File: src/hdl/qrps_pkg.sv
// ----------------------------------------------------------------------------
// qrps_pkg: shared constants for the queued relay pulse scheduler
// Field widths, register map and parameter defaults.
// ----------------------------------------------------------------------------
`default_nettype none

package qrps_pkg;

  // Payload field widths
  localparam int TAG_W     = 16;
  localparam int TICKS_W   = 16;
  localparam int PENDING_W = 4;

  // Parameter defaults
  localparam int QUEUE_DEPTH_DFLT = 8;
  localparam int TAG_BITS_DFLT    = 16;

  // Configuration port
  localparam int APB_ADDR_W = 3;
  localparam int APB_DATA_W = 32;

  typedef enum logic [0:0] {
    REG_PULSE_TICKS = 1'b0,
    REG_NONE        = 1'b1
  } reg_idx_t;

  localparam logic [TICKS_W-1:0] PULSE_TICKS_RST = 16'd500;
  localparam logic [TICKS_W-1:0] TICKS_SAT       = 16'hFFFF;

  // Request modes
  localparam logic MODE_TICK    = 1'b0;
  localparam logic MODE_COMMAND = 1'b1;

endpackage

`default_nettype wire

File: src/hdl/qrps_ram.sv
// ----------------------------------------------------------------------------
// qrps_ram: generic single-write, single-read RAM
// One write port, one read port, read data registered (read-before-write).
// ----------------------------------------------------------------------------
`default_nettype none

module qrps_ram #(
  parameter int WIDTH = 16,
  parameter int DEPTH = 8,
  localparam int AddrBits = (DEPTH > 1) ? $clog2(DEPTH) : 1
) (
  input  logic                clk,
  input  logic                we,
  input  logic [AddrBits-1:0] waddr,
  input  logic [WIDTH-1:0]    wdata,
  input  logic [AddrBits-1:0] raddr,
  output logic [WIDTH-1:0]    rdata
);

  logic [WIDTH-1:0] mem [DEPTH];

  always_ff @(posedge clk) begin
    if (we) begin
      mem[waddr] <= wdata;
    end
    rdata <= mem[raddr];
  end

endmodule

`default_nettype wire

File: src/hdl/queued_relay_pulse_scheduler.sv
// ----------------------------------------------------------------------------
// queued_relay_pulse_scheduler
// Queues command tags, runs one relay pulse at a time on tick requests and
// acknowledges finished pulses and dropped commands.
// ----------------------------------------------------------------------------
//
//  channel   handshake              payload
//  -------   ---------------------  ------------------------------------------
//  request   req_valid/req_ready    mode, command_tag
//  result    rsp_valid/rsp_ready    relay_on, ack_valid, ack_tag, ack_error,
//                                   pending_count
//  config    APB psel/penable       pulse_ticks at byte address 0
//
//  One request per cycle while req_ready is high; each request yields one result
//  in the next cycle, set by the single result register after the next-state logic.
//  req_ready is high while the result register is empty or being drained,
//  so a stalled result blocks only the next request.
//  Synchronous reset clears queue pointers, pulse state and pulse_ticks = 500;
//  no clearing pass is needed.
// ----------------------------------------------------------------------------
`default_nettype none

module queued_relay_pulse_scheduler #(
  parameter int QUEUE_DEPTH = qrps_pkg::QUEUE_DEPTH_DFLT,
  parameter int TAG_BITS    = qrps_pkg::TAG_BITS_DFLT
) (
  input  logic                            clk,
  input  logic                            rst,
  // request channel
  input  logic                            req_valid,
  output logic                            req_ready,
  input  logic                            mode,
  input  logic [qrps_pkg::TAG_W-1:0]      command_tag,
  // result channel
  output logic                            rsp_valid,
  input  logic                            rsp_ready,
  output logic                            relay_on,
  output logic                            ack_valid,
  output logic [qrps_pkg::TAG_W-1:0]      ack_tag,
  output logic                            ack_error,
  output logic [qrps_pkg::PENDING_W-1:0]  pending_count,
  // configuration port
  input  logic                            psel,
  input  logic                            penable,
  input  logic                            pwrite,
  input  logic [qrps_pkg::APB_ADDR_W-1:0] paddr,
  input  logic [qrps_pkg::APB_DATA_W-1:0] pwdata,
  output logic [qrps_pkg::APB_DATA_W-1:0] prdata,
  output logic                            pready
);

  import qrps_pkg::*;

  localparam int StoreBits = (TAG_BITS < TAG_W) ? TAG_BITS : TAG_W;
  localparam int PtrBits   = (QUEUE_DEPTH > 1) ? $clog2(QUEUE_DEPTH) : 1;
  localparam int CntBits   = $clog2(QUEUE_DEPTH + 1);
  localparam logic [CntBits:0] DepthW = (CntBits + 1)'(QUEUE_DEPTH);

  // --------------------------------------------------------------------------
  // Configuration register
  // --------------------------------------------------------------------------
  logic [TICKS_W-1:0] pulse_ticks;
  reg_idx_t           reg_sel;

  assign reg_sel = reg_idx_t'(paddr[2]);
  assign pready  = 1'b1;

  always_ff @(posedge clk) begin
    if (rst) begin
      pulse_ticks <= PULSE_TICKS_RST;
    end else if (psel && penable && pwrite && (reg_sel == REG_PULSE_TICKS)) begin
      pulse_ticks <= pwdata[TICKS_W-1:0];
    end
  end

  always_comb begin
    case (reg_sel)
      REG_PULSE_TICKS: prdata = {{(APB_DATA_W - TICKS_W){1'b0}}, pulse_ticks};
      default:         prdata = '0;
    endcase
  end

  // --------------------------------------------------------------------------
  // Scheduler state
  // --------------------------------------------------------------------------
  logic [PtrBits-1:0]   fifo_head,     fifo_head_next;
  logic [CntBits-1:0]   fifo_count,    fifo_count_next;
  logic                 pulse_active,  pulse_active_next;
  logic [TICKS_W-1:0]   elapsed_ticks, elapsed_ticks_next;
  logic [StoreBits-1:0] active_tag,    active_tag_next;

  logic                 accept;
  logic [StoreBits-1:0] req_tag;
  logic                 full;
  logic [CntBits:0]     wr_sum;
  logic [PtrBits-1:0]   wr_addr;
  logic                 wr_en;
  logic [PtrBits:0]     head_inc;
  logic [PtrBits-1:0]   head_wrap;
  logic [StoreBits-1:0] ram_rdata;
  logic                 byp_hit;
  logic [StoreBits-1:0] byp_tag;
  logic [StoreBits-1:0] head_tag;
  logic [TICKS_W-1:0]   elapsed_inc;
  logic                 ack_next;
  logic                 err_next;
  logic [StoreBits-1:0] ack_tag_next;
  logic [CntBits+PENDING_W-1:0] count_ext;

  assign req_ready = !rsp_valid || rsp_ready;
  assign accept    = req_valid && req_ready;
  assign req_tag   = command_tag[StoreBits-1:0];
  assign full      = ({1'b0, fifo_count} == DepthW);

  // Tail slot: head + count stays below twice the depth, one subtract wraps it
  always_comb begin
    wr_sum = (CntBits + 1)'(fifo_head) + {1'b0, fifo_count};
    if (wr_sum >= DepthW) begin
      wr_sum = wr_sum - DepthW;
    end
    wr_addr = wr_sum[PtrBits-1:0];
  end

  always_comb begin
    head_inc = {1'b0, fifo_head} + (PtrBits + 1)'(1);
    if (head_inc >= (PtrBits + 1)'(QUEUE_DEPTH)) begin
      head_wrap = '0;
    end else begin
      head_wrap = head_inc[PtrBits-1:0];
    end
  end

  assign wr_en    = accept && (mode == MODE_COMMAND) && !full;
  // RAM read data is registered; a write to the slot being read is forwarded
  assign head_tag = byp_hit ? byp_tag : ram_rdata;

  assign elapsed_inc = (elapsed_ticks < TICKS_SAT) ? elapsed_ticks + 16'd1 : elapsed_ticks;

  always_comb begin
    fifo_head_next     = fifo_head;
    fifo_count_next    = fifo_count;
    pulse_active_next  = pulse_active;
    elapsed_ticks_next = elapsed_ticks;
    active_tag_next    = active_tag;
    ack_next           = 1'b0;
    err_next           = 1'b0;
    ack_tag_next       = '0;

    if (accept) begin
      if (mode == MODE_COMMAND) begin
        if (full) begin
          // drop and answer with an error at once
          ack_next     = 1'b1;
          err_next     = 1'b1;
          ack_tag_next = req_tag;
        end else begin
          fifo_count_next = fifo_count + CntBits'(1);
        end
      end else begin
        if (pulse_active) begin
          elapsed_ticks_next = elapsed_inc;
          if (elapsed_inc >= pulse_ticks) begin
            pulse_active_next = 1'b0;
            ack_next          = 1'b1;
            ack_tag_next      = active_tag;
          end
        end
        // start the oldest waiting tag when idle after this tick
        if ((!pulse_active || (elapsed_inc >= pulse_ticks)) && (fifo_count != '0)) begin
          active_tag_next    = head_tag;
          fifo_head_next     = head_wrap;
          fifo_count_next    = fifo_count - CntBits'(1);
          elapsed_ticks_next = '0;
          pulse_active_next  = 1'b1;
        end
      end
    end
  end

  qrps_ram #(
    .WIDTH (StoreBits),
    .DEPTH (QUEUE_DEPTH)
  ) u_tag_fifo (
    .clk   (clk),
    .we    (wr_en),
    .waddr (wr_addr),
    .wdata (req_tag),
    .raddr (fifo_head_next),
    .rdata (ram_rdata)
  );

  always_ff @(posedge clk) begin
    if (rst) begin
      fifo_head     <= '0;
      fifo_count    <= '0;
      pulse_active  <= 1'b0;
      elapsed_ticks <= '0;
      active_tag    <= '0;
      byp_hit       <= 1'b0;
    end else begin
      fifo_head     <= fifo_head_next;
      fifo_count    <= fifo_count_next;
      pulse_active  <= pulse_active_next;
      elapsed_ticks <= elapsed_ticks_next;
      active_tag    <= active_tag_next;
      byp_hit       <= wr_en && (wr_addr == fifo_head_next);
    end
  end

  always_ff @(posedge clk) begin
    byp_tag <= req_tag;
  end

  // --------------------------------------------------------------------------
  // Result register
  // --------------------------------------------------------------------------
  assign count_ext = {{PENDING_W{1'b0}}, fifo_count_next};

  always_ff @(posedge clk) begin
    if (rst) begin
      rsp_valid <= 1'b0;
    end else if (accept) begin
      rsp_valid <= 1'b1;
    end else if (rsp_ready) begin
      rsp_valid <= 1'b0;
    end
  end

  always_ff @(posedge clk) begin
    if (accept) begin
      relay_on      <= pulse_active_next;
      ack_valid     <= ack_next;
      ack_error     <= err_next;
      ack_tag       <= TAG_W'(ack_tag_next);
      pending_count <= count_ext[PENDING_W-1:0];
    end
  end

  // --------------------------------------------------------------------------
  // Assertions
  // --------------------------------------------------------------------------
  a_count_bound : assert property (@(posedge clk) disable iff (rst)
    {1'b0, fifo_count} <= DepthW)
    else $error("queue count above depth");

  a_err_has_ack : assert property (@(posedge clk) disable iff (rst)
    rsp_valid && ack_error |-> ack_valid)
    else $error("error flag without acknowledgement");

  a_enqueue : assert property (@(posedge clk) disable iff (rst)
    accept && (mode == MODE_COMMAND) && !full
      |=> fifo_count == $past(fifo_count) + CntBits'(1))
    else $error("accepted command not queued");

  a_cmd_holds_pulse : assert property (@(posedge clk) disable iff (rst)
    accept && (mode == MODE_COMMAND)
      |=> pulse_active == $past(pulse_active) && active_tag == $past(active_tag))
    else $error("pulse changed on a command request");

endmodule

`default_nettype wire

File: config.mk
export PLATFORM = sky130hd
export DESIGN_NAME = queued_relay_pulse_scheduler
export DESIGN_NICKNAME = d
export VERILOG_FILES = /design/src/hdl/qrps_pkg.sv /design/src/hdl/qrps_ram.sv /design/src/hdl/queued_relay_pulse_scheduler.sv
export SDC_FILE = /design/constraint.sdc
export NUM_CORES = 1
export LEC_CHECK = 0
export ABC_AREA = 1
export ABC_CLOCK_PERIOD_IN_PS = 4600
export BUFFER_PORTS_ARGS = -buffer_cell sky130_fd_sc_hd__buf_2
export CAP_MARGIN = 5
export CORE_ASPECT_RATIO = 2
export CORE_MARGIN = 3
export CORE_UTILIZATION = 35
export CTS_CLUSTER_SIZE = 16
export DETAILED_ROUTE_END_ITERATION = 16
export GPL_TIMING_DRIVEN = 0
export PLACE_DENSITY = 0.52
export SYNTH_ARGS = -nofsm -noshare
export SYNTH_HDL_FRONTEND = slang
export SYNTH_HIERARCHICAL = 1
export SYNTH_SLANG_ARGS = --single-unit
File: constraint.sdc
create_clock -name clk -period 4.6 [get_ports clk]
set_input_delay 0.69 -clock clk [delete_from_list [all_inputs] [get_ports clk]]
set_output_delay 0.69 -clock clk [all_outputs]
set_load 0.05 [all_outputs]
; ---- After elaboration in Yosys (flattened, before gate mapping)
; Memories as Yosys holds them, arrays and structs flattened. A register that Yosys moved wholly into a read port is not among the register bits.
; Index checks and enable logic that the tools add are counted.
[word_totals]
register_bits = 97
ramBits = 128
inputBits = 59
output_inout_bits = 58
memories = 1
[op_classes]
add_sub_neg = 6
magnitude_cmp = 4
n_eq_ne = 2
mux = 31
bitwise_logic = 2
reduce_logical = 18
[memory_table]
columns = memory, words, width, read_ports, rd_clocked_by_memory_dff, wr, line_no
row1 = u_tag_fifo.mem, 8, 16, 1, 1, 1, qrps_ram.sv:20  ; logic [WIDTH-1:0] mem [DEPTH];
[op_table]
columns = op, count
row1 = 16-bit two-way mux, 9
row2 = 16-bit by 1-bit adder with 16-bit output (second input constant), 1
row3 = 16-bit >= comparator, 1
row4 = 16-bit less-than comparator (second input constant), 1
row5 = 4-bit two-way mux, 4
row6 = 3-bit two-way mux, 5
row7 = 1-bit two-way mux, 13
row8 = 1-bit logical AND, 8
row9 = 3-bit AND reduction, 2
row10 = 3-bit by 4-bit adder with 5-bit output, 1
row11 = 5-bit by 4-bit >= comparator with 1-bit output (second input constant), 1
row12 = 3-bit by 1-bit adder with 4-bit output (second input constant), 1
row13 = 4-bit by 1-bit adder with 4-bit output (second input constant), 1
row14 = 4-bit == test (second input constant), 1
row15 = 4-bit >= comparator (second input constant), 1
row16 = 2-bit nonzero test, 2
row17 = 4-bit nonzero test, 1
row18 = 4-bit by 1-bit subtractor with 4-bit output (second input constant), 1
row19 = 3-bit == test, 1
row20 = 1-bit logical NOT, 3
row21 = 3-bit by 1-bit subtractor with 3-bit output (second input constant), 1
row22 = 1-bit logical OR, 2
row23 = 1-bit inverter, 2

; ---- Depth between registers and ports, before layout
[depth]
word_depth = 10
ltp_mapped = 29
ltp_nobuf = 28

; ---- Cells and area by module
; The synthesis kept the hierarchy.
[by_module_without_submodules]
columns = module, instances, cells_each, area_per_inst_um2, seq_area_each_um2
row1 = qrps_ram, 1, 587, 5989.5, 4164.0
row2 = queued_relay_pulse_scheduler, 1, 623, 4902.2, 2172.1

; ---- Least setup slack after synthesis
; OpenSTA, ideal clock, no wires.
[synth_path]
kind = reg-to-reg
from = register elapsed_ticks[0]
to = register u_tag_fifo.rdata[13] (read register of u_tag_fifo.mem)
setup_ns = 0.112
arrival_ns = 3.133
t_required_ns = 4.488
setup_slack_ns = 1.355
stages_incl_launch_ff = 30
path_buffers = 2
period_less_slack_ns = 3.245
cell_sequence = dfxtp_1 -> ha_1 -> inv_1 -> nor2_4 -> nand3_2 -> nor3_4 -> nand4_4 -> nand3_1 -> nor2_1 -> nand2_1 -> nand2_1 -> ha_1 -> nand2_1 -> inv_1 -> nand2_1 -> nand2_1 -> nor2_1 -> nand2_1 -> nand2_2 -> nand3_4 -> nand3_2 -> nand2_1 -> nand2_1 -> buf_4 -> buf_4 -> nand2_1 -> nand3_1 -> nand2_1 -> nand2_1 -> nand2_1
[synth_via]
elab_chain_len = 8
word_cells_on_any_way = 9
cone_classes = add/sub: 1 / order compare: 2 / mux: 4 / reduce/logical: 2
[synth_lines]
columns = item, line_no
row1 = "start, declared", queued_relay_pulse_scheduler.sv:89  ; logic [TICKS_W-1:0] elapsed_ticks, elapsed_ticks_next;
row2 = "start signal, assigned", queued_relay_pulse_scheduler.sv:204  ; elapsed_ticks <= elapsed_ticks_next;
row3 = 16-bit by 1-bit adder with 16-bit output / 16-bit less-than comparator (equally long branches), queued_relay_pulse_scheduler.sv:137  ; assign elapsed_inc = (elapsed_ticks < TICKS_SAT) ? elapsed_ticks + 16'd1 : elapsed_ticks;
row4 = 16-bit two-way mux (*), queued_relay_pulse_scheduler.sv:137
row5 = 16-bit >= comparator (*), queued_relay_pulse_scheduler.sv:169  ; if ((!pulse_active || (elapsed_inc >= pulse_ticks)) && (fifo_count != '0)) begin
row6 = 1-bit logical OR (*), queued_relay_pulse_scheduler.sv:169
row7 = 1-bit logical AND (*), queued_relay_pulse_scheduler.sv:169
row8 = 3-bit two-way mux (*), queued_relay_pulse_scheduler.sv:169
row9 = 3-bit two-way mux (*), queued_relay_pulse_scheduler.sv:150  ; if (mode == MODE_COMMAND) begin
row10 = 3-bit two-way mux (*), queued_relay_pulse_scheduler.sv:149  ; if (accept) begin
row11 = named net fifo_head_next[0], queued_relay_pulse_scheduler.sv:86  ; logic [PtrBits-1:0] fifo_head, fifo_head_next;
row12 = "end, declared", qrps_ram.sv:17  ; output logic [WIDTH-1:0] rdata
; Mark *: on every way through the listed nets, which the timed path passes. The rest lies on a longest branch.
; A chain may end at the register's enable or synchronous reset.

; ---- Worst setup path after layout
[layout_path]
from = register elapsed_ticks[0]
to = register u_tag_fifo.rdata[10] (read register of u_tag_fifo.mem)
; The elaborated chain is that of the path after synthesis.

==> impl_metrics.yaml <==
run_status:
  status: "completed"
placed_design:
  post-place-ws_ns: 0.369
  place.gp.congestion: 0.838
  numPortBuffers: 79
  placed_area_sq_mm: 0.0119
  placedCellCount: 1680
  hpwl_um: 21000
critical_path:
  rr_worst_depth: 29
  cp_num_cells: 29
  path_max_fanout: 10
  crit_top_cell: "nand2_1"
  worstPathRequired_ns: 5.00
  critPathLaunchType: "register"
  arrival_ns: 4.61
  slowest_stage: "dfxtp_1"
  path_buf_inv: 4
  rr_startpoint: "elapsed_ticks[0]"
  rrSetupSlack_ns: 0.39
  crit_type: "reg -> reg"
  end_kind: "register"
  max_stage_delay_ns: 0.40
  crit_family: "simple AND/OR/NAND/NOR gates"
  timing.rr.end: "u_tag_fifo/rdata[10]"
yosys:
  syn-cell-area_sq_mm: 0.0109
  synth_cell_types: 41
  ys_ff_latch: 241
  ys_seq_area_share_pct: 58.2
  yosysWarnings: 6
  syn_inst: 1210
  avgSynthCellArea_sq_um: 9.00
  synth_edf_count: 151
  ys_async_sr_fraction_pct: 0
  ys_dominant_reg_cell: "edfxtp_1"
floorplan:
  ios: 117
  fp.dieW_um: 131
  die_h_um: 255
  initial_core_util_pct: 35.8
  dieArea_sq_mm: 0.0334
  std_cell_rows: 90
  core_area_sq_mm: 0.0304
cells_and_area:
  n_antenna_cell: 0
  fin_util_pct: 41.4
  final_cell_mix: "nand2_1 (374), inv_1 (210), edfxtp_1 (151)"
  area_growth_pct: 15.6
  instances_no_fill: 1719
  final_common_cell: "nand2_1"
  fin_nets: 1417
  drive_above_1_share_pct: 15.2
  post-route-cell-area_sq_mm: 0.0126
detailed_routing:
  drt_iter0_markers: 223
  num_vias: 7716
  drc: 0
  wl_per_cell_um: 15.7
  dr.pass1.iters: 4
  wl_um: 26900
  antenna_left: 0
  vias_per_cell: 4.49
timing:
  slew_violations: 0
  max_freq_mhz: 238
  post-route-min-period_ns: 4.21
  fin_crit_sh_pct: 91.5
  tns_ns: 0
  grt_setup_unrepaired: "no"
  fin_skew_ns: 0.0145
  tightest_slew_ns: 1.02
  hold_viol_final: 0
  max_slew_margin_pct: 32.1
  setup_violations: 0
  setup_slack_ns: 0.393
clocking:
  postCtsSetupBuffers: 0
  clock_latency_ns: 0.52
  cts_made_buffers: 22
  cts_tree: "yes"
  cts_resized: 0
  cts_root_buf: "clkbuf_16"
  cts_buffer_depth: 3
  cts_sinks: 241
  holdBufCountCts: 0
  clk_pin_slew_ns: 0.07
  htreeDepth: 1
grt:
  first_global_vias: 7889
  grt_pass1_wl_um: 41700
  grt_use_total_pct: 16.2
  grt_overflow_total: 0
  grt_start_max_net_pins: 26
  antenna_found_initial: 0
power_and_ir_drop:
  power_leakage_uw: 0.00575
  pwr_density_cell_mw_per_mm2: 392
  ir_drop_mv: 0.230
hold_path:
  whs_endpoint: "pulse_ticks[5]"
  hold_depth: 3
  hold_class: "in -> reg"
  min_from: "pwdata[5]"
flow_run:
  drv_cap: 0
==> final cells by class <==
| class | count | area (sq um) |
|---|---|---|
| Fill cell | 3059 | 17800 |
| Sequential cell | 241 | 6340 |
| Multi-Input combinational cell | 706 | 3420 |
| Inverter | 216 | 811 |
| Clock buffer | 28 | 598 |
| Timing Repair Buffer | 87 | 515 |
| Tap cell | 368 | 460 |
| Buffer | 62 | 399 |
| Clock inverter | 11 | 53.8 |
==> sequential cells by signal, summed over array words and instances, names as in the netlist, 3 cells and up <==
register,flops
fifo_head,3
u_tag_fifo/rdata,16
byp_tag,16
active_tag,16
u_tag_fifo/mem,128
pending_count,4
fifo_count,4
elapsed_ticks,16
ack_tag,16
pulse_ticks,16
==> layer usage <==
metal | vias to the layer above | share of wire (%) | track usage (%) | wire length (um)
li1 | 4042 | - | - | -
met5 | - | 0 | 0 | 0
met2 | 130 | 62 | 34.9 | 16600
met1 | 3499 | 33 | 14.0 | 8780
met3 | 45 | 2.6 | 1.65 | 687
met4 | 0 | 3.2 | 6.21 | 862
==> per-stage QoR <==
stage                     hold slack, ns  total power (uW)
after floorplan                    0.437              3050
after global placement             0.443              3280
after detailed placement           0.452              3300
after CTS                          0.376              5020
after global routing               0.398              5180
final                              0.400              4940
==> worst reg2reg max path, delay by kind of cell (launching register included) <==
family | cells | cell delay, ns
and+or+nand+nor | 23 | 2.54
buffers and inverters | 4 | 0.65
adders and majority gates | 2 | 0.51
DFF | 1 | 0.40
==> kinds of logic after synthesis <==
group,count (synthesis),synth area share (%)
xor+xnor,14,1.13
fa+ha+maj,22,2.60
other cells,2,0.0690
simple gates,537,20.9
mux,1,0.0919
buf+inv,278,11.1
flops,241,58.2
compound gates,115,5.96
==> power by group <==
| part | internal (uW) | leakage [uW] | total, uW | switching [uW] |
|---|---|---|---|---|
| sequential | 2430 | 0.00213 | 2470 | 41.3 |
| combinational | 223 | 0.00329 | 767 | 544 |
| clock | 921 | 0.000327 | 1710 | 787 |
| total | 3570 | 0.00575 | 4940 | 1370 |
==> worst max-delay path by stage <==
stage,startpoint,endpoint,slack (ns)
3_5_place_dp,elapsed_ticks[0],u_tag_fifo/rdata[9],0.37
4_1_cts,elapsed_ticks[0],u_tag_fifo/rdata[9],0.36
5_1_grt,elapsed_ticks[0],u_tag_fifo/rdata[2],0.003
3_3_place_gp,elapsed_ticks[0],u_tag_fifo/rdata[15],0.40
6_report,elapsed_ticks[0],u_tag_fifo/rdata[10],0.39
2_1_floorplan,elapsed_ticks[0],u_tag_fifo/rdata[13],1.35
==> synthesized netlist by cell type, drive strengths merged (2+ instances only) <==
cell type / n / area, sq um
inv: 216 / 811
o21ai: 51 / 267
nand3: 84 / 443
conb: 2 / 7.51
dfxtp: 90 / 1800
xor2: 9 / 78.8
nand2: 378 / 1430
nand4: 10 / 83.8
o211ai: 6 / 45.0
ha: 21 / 263
nor2: 55 / 234
edfxtp: 151 / 4530
buf: 47 / 343
nand3b: 2 / 15.0
xnor2: 5 / 43.8
a31oi: 17 / 106
a21oi: 39 / 214
nor3: 6 / 51.3
clkbuf: 15 / 56.3
No activity file was read; power rests on OpenSTA's default activity.
